File: src/rlat_pkg.sv
// ----------------------------------------------------------------------------
// rlat_pkg
// Shared types and constants of the replication leader ack tracker.
// ----------------------------------------------------------------------------
package rlat_pkg;

  localparam int WINDOW_DEF       = 64;
  localparam int MAX_REPLICAS_DEF = 16;
  localparam int QDEPTH           = 4;

  typedef enum logic [1:0] {
    OP_NEW  = 2'd0,
    OP_ACK  = 2'd1,
    OP_TICK = 2'd2,
    OP_NONE = 2'd3
  } opcode_t;

  typedef enum logic [2:0] {
    K_PREPARE = 3'd0,
    K_REPLY   = 3'd1,
    K_DROP    = 3'd2,
    K_IGNORE  = 3'd3,
    K_RECORD  = 3'd4
  } kind_t;

  localparam logic REG_NUM_REPLICAS = 1'b0;
  localparam logic REG_MAX_WAITING  = 1'b1;

  typedef struct packed {
    opcode_t     opcode;
    logic [31:0] txn_handle;
    logic [31:0] client_req;
    logic [15:0] client_tag;
    logic [31:0] ack_index;
    logic [3:0]  ack_replica;
  } cmd_t;

  typedef struct packed {
    kind_t       kind;
    logic [15:0] dest_mask;
    logic [31:0] seq_index;
    logic [31:0] txn_ref;
    logic [31:0] reply_id;
    logic [15:0] reply_client;
    logic [31:0] committed_total;
    logic        last;
  } res_t;

  typedef struct packed {
    logic [4:0] num_replicas;
    logic [5:0] max_waiting;
  } cfg_t;

endpackage

File: src/rlat_front.sv
// ----------------------------------------------------------------------------
// rlat_front
// Accepts input items, discards unused opcodes and queues the rest.
// ----------------------------------------------------------------------------
module rlat_front (
  input  logic          clk,
  input  logic          rst_n,
  input  logic          in_valid,
  output logic          in_ready,
  input  rlat_pkg::cmd_t in_cmd,
  input  logic          q_pop,
  output logic          q_valid,
  output rlat_pkg::cmd_t q_head
);
  import rlat_pkg::*;

  localparam int QW = $clog2(QDEPTH);

  cmd_t          mem_r [QDEPTH];
  logic [QW-1:0] wptr_r;
  logic [QW-1:0] rptr_r;
  logic [QW:0]   cnt_r;
  logic          push;
  logic          pop;

  assign in_ready = (cnt_r < (QW+1)'(QDEPTH));
  assign q_valid  = (cnt_r != '0);
  assign q_head   = mem_r[rptr_r];
  assign push     = in_valid && in_ready && (in_cmd.opcode != OP_NONE);
  assign pop      = q_pop && q_valid;

  always_ff @(posedge clk) begin
    if (push) begin
      mem_r[wptr_r] <= in_cmd;
    end
  end

  always_ff @(posedge clk) begin
    if (!rst_n) begin
      wptr_r <= '0;
      rptr_r <= '0;
      cnt_r  <= '0;
    end else begin
      if (push) begin
        wptr_r <= (wptr_r == QW'(QDEPTH-1)) ? '0 : wptr_r + 1'b1;
      end
      if (pop) begin
        rptr_r <= (rptr_r == QW'(QDEPTH-1)) ? '0 : rptr_r + 1'b1;
      end
      if (push && !pop) begin
        cnt_r <= cnt_r + 1'b1;
      end else if (pop && !push) begin
        cnt_r <= cnt_r - 1'b1;
      end
    end
  end

endmodule

File: config.mk
export PLATFORM = sky130hd
export DESIGN_NAME = rlat_front
export DESIGN_NICKNAME = d
export VERILOG_FILES = /design/src/rlat_pkg.sv /design/src/rlat_front.sv
export SDC_FILE = /design/constraint.sdc
export NUM_CORES = 1
export LEC_CHECK = 0
export BUFFER_PORTS_ARGS = -buffer_cell sky130_fd_sc_hd__buf_2
export CAP_MARGIN = 20
export CORE_UTILIZATION = 61
export CTS_BUF_LIST = sky130_fd_sc_hd__clkbuf_16
export DETAILED_ROUTE_END_ITERATION = 6
export PLACE_DENSITY = 0.84
export SKIP_LAST_GASP = 1
export SYNTH_ARGS = -nofsm -noshare
export SYNTH_HDL_FRONTEND = slang
export SYNTH_SLANG_ARGS = --single-unit
File: constraint.sdc
create_clock -name clk -period 6.5 [get_ports clk]
set_input_delay 0.65 -clock clk [delete_from_list [all_inputs] [get_ports clk]]
set_output_delay 0.65 -clock clk [all_outputs]
set_load 0.005 [all_outputs]
==> results of run 1 <==
## layout make-up
cell class                      count  area share
Timing Repair Buffer              249      0.0643
Tap cell                          378      0.0231
Multi-Input combinational cell    154       0.143
Clock inverter                     34     0.00976
Antenna cell                       10     0.00122
Inverter                            5    0.000915
Clock buffer                       47      0.0574
Sequential cell                   481       0.700
## flip-flops by register name (all words and copies together), names as in the netlist, named ones only
register and cells:
mem_r 472, wptr_r 2, rptr_r 2, cnt_r 3
## routing by layer
metal	GRT usage	vias up
met2	0.366	307
met3	0.0590	56
met5	0	-
met1	0.326	4205
li1	-	3432
met4	0.0889	6
## cells by family (layout without fill, tap and decap cells)
family	after synthesis	after routing	synth area share
DFF	481	481	0.823
muxes	119	119	0.153
buffers and inverters	31	335	0.00975
and+or+nand+nor	17	17	0.00552
AOI/OAI and AO/OA	9	9	0.00273
adders and majority gates	7	7	0.00545
xor gates and xnor gates	2	2	0.00100
other	0	10	0
## where the power goes
part	switching, W	internal (W)	total [W]	leakage (nW)
Combinational	0.000604	0.000628	0.00123	1.76
Clock	0.00107	0.00138	0.00245	0.723
Sequential	0.000101	0.00364	0.00374	4.38
Total	0.00177	0.00565	0.00742	6.86
## critical path, cell delays in order (launching register included)
cell and delay [ps]:
dfxtp_4 990, buf_4 730, mux4_2 470, buf_2 160
## stage by stage
| step | hold WS [ps] | instances |
|---|---|---|
| final | 321 | 1358 |
| after global routing | 304 | 1351 |
| after CTS | 302 | 1346 |
| after detailed placement | 490 | 1265 |
| after global placement | 482 | 1265 |
| after floorplan | 463 | 666 |
## worst paths after layout
kind                           from                      to  slack [ps]  cells after the start
min                       in_cmd[3]   mem_r[1][3]$_DFFE_PP_         320                      1
max                       flip-flop             q_head[113]        2890                      3
max reg2reg   cnt_r[2]$_SDFFE_PN0P_  mem_r[0][25]$_DFFE_PP_        3470                      4
min reg2reg  rptr_r[0]$_SDFFE_PN0P_               flip-flop         490                      2
## cells in the final DEF (no fill, tap or decap), drive strengths merged
cell type and instances:
edfxtp 472, buf 249, mux4 118, clkbuf 47, clkinv 22, inv 15
diode 10, dfxtp 9, ha 6, and2 5, a21oi 4, o21ai 4
nor2 3, or3 3, nand2 2, xor2 2, bufinv 2, nand2b 1
o31ai 1, mux2i 1, or4 1, nand3 1, or3b 1, fa 1
==> flow_summary.yaml, run 1 <==
run_status:
  status: "finished, final reports clean"
clocking:
  clockBufferDepth: 3
  clock_latency_ps: 540
  cts_buffers: 46
  cts.sinks: 481
  root_buffer: "clkbuf_16"
  cts_resized: 0
  htree_levels: 2
  cts_tree: "built"
  hold_buffers: 0
  clk_pin_slew_ps: 60
  post-cts-setup-buffer-count: 0
cells_and_area:
  fin_nets: 1066
  multi_input_comb_area_um2: 2930
  synthToLayoutAreaGrowth_pct: 17.5
  final_cell_area_um2: 20500
  seq_area_um2: 14400
  drive_above_1_share: 0.449
  utilization: 0.734
  fillers: 1576
drt:
  drtIter0Drc: 695
  remaining_drc_errors: 0
  wl_um: 34300
  wl_met3_um: 2750
  route.met2.wl_um: 17000
  ant_nets: 0
  num_vias: 8006
  avgRoutedWirePerCell_um: 25.2
  avgViaCountPerCell: 5.90
  wl_met1_um: 13600
  topRoutingLayerUsed: "met5"
  drt_pass1_iterations: 5
pwr:
  powerDensity_nw_per_um2: 362
  power_w: 0.00742
  p_leak_nw: 6.86
  vdd_drop_max_mv: 0.319
setup_path:
  crit_arrival_ps: 2960
  timing.critical_path.from_type: "flip-flop"
  critPathCaptureType: "output pin"
  path_max_fanout: 67
  crit_type: "reg2out"
  cp.required_ps: 5850
yosys:
  async_flop_share: 0
  synth_most_common_cell: "edfxtp_1"
  yosysWarnings: 0
  synth.avg_cell_area_um2: 26.2
  synth_nets: 795
  synth_commonest_cells: "edfxtp_1 (472), mux4_2 (118), buf_2 (13)"
  synth_top_cell_by_area: "edfxtp_1"
  synthFlopType: "edfxtp_1"
  synthCells: 666
  synth_edf_count: 472
  netlist_area_um2: 17400
  yosysSeqAreaShare: 0.823
  synth.area.top_cells: "edfxtp_1 (81%), mux4_2 (15%), dfxtp_1 (1.0%), ha_1 (0.43%), buf_2 (0.37%)"
  synth-seq-cells: 481
  netlist.area_leader.share: 0.812
  yosysUniqueCellTypes: 23
global_route:
  grt_usage: 0.235
  antenna_found_initial: 9
  grt_pass1_vias: 8136
  grt_max_degree: 106
  overflow: 0
  grt_pass1_wl_um: 48900
sta:
  setup_ws_ps: 2890
  final.setup.tns_ps: 0
  relSlewSlack: 0.279
  fin_skew_ps: 16.4
  slew_violations: 0
  rsz0062_at_grt: "no"
  finalHoldViolations: 0
  fin_crit_ps: 3610
  max_freq_mhz: 277
  setup_viol: 0
  tightest_slew_ps: 1080
  layout_worst_path_cycle_share: 0.555
floorplanning:
  die_h_um: 171
  dieArea_um2: 29300
  io_pins: 242
  floorplan.initialDensity: 0.625
  rows: 61
  core_area_um2: 27900
  fp.dieW_um: 171
run:
  drv_cap: 0
hold_path:
  hp-class: "in2reg"
placement:
  placedInstanceArea_um2: 19100
  portBuffers: 241
  hpwl_um: 19000
  dp_slack_ps: 3100
  gp_congestion: 0.723
Note: power is estimated with default switching activity, not from simulation.
==> inputs of run 2 (changes only) <==
ABC_AREA = 1   (was not set)
CORE_UTILIZATION = 51   (was 61)
PLACE_DENSITY = 0.75   (was 0.84)
clock period = 3 ns   (was 6.5 ns; I/O delays follow)
==> flow_summary.yaml, run 2 <==
yosys:
  synth_adder_area_share: 0.00533
  synth_top_family_by_area: "compound AO/OA/AOI/OAI gates"
  synth_commonest_cells: "edfxtp_1 (472), nor2_1 (252), o21ai_0 (231)"
  synthSimpleGateAreaFrac: 0.0567
  yosysUniqueCellTypes: 20
  synth-seq-cells: 481
  yosysSeqAreaShare: 0.805
  synth_edf_count: 472
  netlist.area_leader.share: 0.795
  synthFlopType: "edfxtp_1"
  synth_most_common_cell: "edfxtp_1"
  synth_compound_area_frac: 0.109
  synth.area.top_cells: "edfxtp_1 (80%), o21ai_0 (6.5%), nor2_1 (5.3%), o22ai_1 (4.1%), clkbuf_1 (1.2%)"
  synthCells: 1208
  yosysWarnings: 0
  synth.avg_cell_area_um2: 14.8
  netlist_area_um2: 17800
  synthXorXnorAreaFrac: 0
  synth_nets: 1337
  muxShareOfSynthArea: 0
  async_flop_share: 0
  synth_top_cell_by_area: "edfxtp_1"
global_route:
  grt_usage: 0.218
  grt_max_degree: 159
  overflow: 0
  antenna_found_initial: 1
  grt_pass1_vias: 11500
  grt_pass1_wl_um: 60000
pwr:
  switching_share: 0.295
  p_sw_w: 0.00544
  vdd_drop_max_mv: 0.641
  powerDensity_nw_per_um2: 827
  combPwrFrac: 0.253
  p_clk_frac: 0.306
  seq_power_share: 0.441
  p_int_w: 0.0130
  p_leak_nw: 7.87
clocking:
  cts.sinks: 481
  clk_pin_slew_ps: 60
  cts_resized: 0
  root_buffer: "clkbuf_16"
  htree_levels: 2
  clockBufferDepth: 3
  cts_buffers: 48
  cts_tree: "built"
  hold_buffers: 119
  clock_latency_ps: 560
  post-cts-setup-buffer-count: 0
hold_path:
  hp-class: "in2reg"
setup_path:
  path_max_fanout: 78
  cpPeakStageDelay_ps: 610
  crit_type: "reg2out"
  crit_chain: "buf_4 > o21ai_0 > o22ai_1 > buf_2"
  timing.critical_path.from_type: "flip-flop"
  critPathCapture: "q_head[107]"
  critPathCaptureType: "output pin"
  ff2ff_setup_slack_ps: 830
  r2r_start: "cnt_r[2]$_SDFFE_PN0P_"
  rr_worst_depth: 4
  cp_slowest_cell: "buf_4"
  rr_endpoint: "mem_r[3][1]$_DFFE_PP_"
  cp.required_ps: 2700
  crit_arrival_ps: 2240
drt:
  drtIter0Drc: 995
  ant_nets: 0
  avgRoutedWirePerCell_um: 19.0
  drt_pass1_iterations: 5
  avgViaCountPerCell: 5.52
  num_vias: 11300
  remaining_drc_errors: 0
  wl_um: 39000
floorplanning:
  die_h_um: 189
  dieArea_um2: 35700
  floorplan.initialDensity: 0.517
  fp.dieW_um: 189
  rows: 68
  core_area_um2: 34500
  io_pins: 242
cells_and_area:
  final-instance-count-excl-fill: 2054
  fin_nets: 1692
  regMostFlops: "mem_r"
  layout_common_cells: "edfxtp_1 (472), nor2_1 (248), buf_2 (241), o21ai_0 (231), dlygate4sd3_1 (119)"
  largest_register_ffs: 472
  biggestRegsByFlops: "mem_r x472, cnt_r x3"
  synthToLayoutAreaGrowth_pct: 25.0
  fillers: 2402
  drive_above_1_share: 0.209
  mostFrequentLayoutCell: "edfxtp_1"
sta:
  fin_crit_ps: 2540
  relSlewSlack: 0.472
  finalHoldViolations: 0
  layout_worst_path_cycle_share: 0.846
  rsz0062_at_grt: "no"
  hold-worst-slack_ps: 167
  setup_viol: 0
  tightest_slew_ps: 791
  max_freq_mhz: 394
  slew_violations: 0
  fin_skew_ps: 8.79
placement:
  place_inst: 1849
  portBuffers: 241
  gp_congestion: 0.707
  hpwl_um: 20500
run:
  drv_cap: 0
run_status:
  status: "finished, final reports clean"
==> run 2: cell count changes in the layout (fill, tap and decap cells not counted), moves of 118 or more <==
cell           before  now
dlygate4sd3_1       0  119
mux4_2            118    0
nor2_1              3  248
o21ai_0             4  231
o22ai_1             0  118
==> run 2: worst min path at each step <==
stage                           startpoint                     to  slack [ps]  cells after the start
floorplan                        in_cmd[0]  mem_r[0][0]$_DFFE_PP_         400                      0
global placement     cnt_r[0]$_SDFFE_PN0P_  cnt_r[0]$_SDFFE_PN0P_         490                      1
detailed placement  rptr_r[1]$_SDFFE_PN0P_              flip-flop         520                      4
CTS                                  q_pop              flip-flop         150                      4
global route                         q_pop              flip-flop         210                      4
finish                               q_pop              flip-flop         170                      4
==> run 2: cell families (layout without fill, tap and decap cells) <==
family	after synthesis	after routing
DFF	481	481
AOI/OAI and AO/OA	359	359
and+or+nand+nor	268	268
buffers and inverters	93	483
adders and majority gates	7	7
other	0	1
==> run 2: routing by layer <==
| layer | part of all wire | up-vias | GRT usage |
|---|---|---|---|
| li1 | - | 5264 | - |
| met1 | 0.39 | 5541 | 0.270 |
| met2 | 0.50 | 446 | 0.373 |
| met3 | 0.073 | 80 | 0.0454 |
| met4 | 0.029 | 0 | 0.0918 |
| met5 | 0 | - | 0 |
==> run 2: layout make-up <==
type	count	area [µm²]	share of cell area
sequential	481	14400	0.645
multi-input combinational	634	3080	0.138
timing repair buffer	382	2710	0.122
clock buffer	49	1230	0.0550
tap	455	569	0.0256
clock inverter	36	263	0.0118
inverter	16	66.3	0.00298
antenna	1	2.50	0.000112
==> run 2: stage by stage <==
stage / area (µm²) / TNS, ps / power [W] / worst slack, ps / utilization
5_1_grt: 22300 / 0 / 0.0193 / 310 / 0.647
4_1_cts: 22300 / 0 / 0.0185 / 430 / 0.647
2_1_floorplan: 17800 / -573270 / 0.0108 / -1210 / -
3_5_place_dp: 19600 / 0 / 0.0128 / 684 / 0.569
6_report: 22300 / 0 / 0.0184 / 461 / 0.647
3_3_place_gp: 19600 / 0 / 0.0126 / 721 / 0.569
==> run 2: power groups by stage <==
stage               logic, W  registers (W)  clock network (W)
global placement     0.00439        0.00824                  0
detailed placement   0.00450        0.00826                  0
CTS                  0.00465        0.00813            0.00571
global route         0.00513        0.00817            0.00596
finish               0.00466        0.00813            0.00564
floorplan            0.00252        0.00827                  0
==> run 2: worst max-delay path: cells and delay by family, from the launching register on <==
family          cells  cell delay (ps)
flops               1              380
buf+inv             2              770
compound gates      2              480
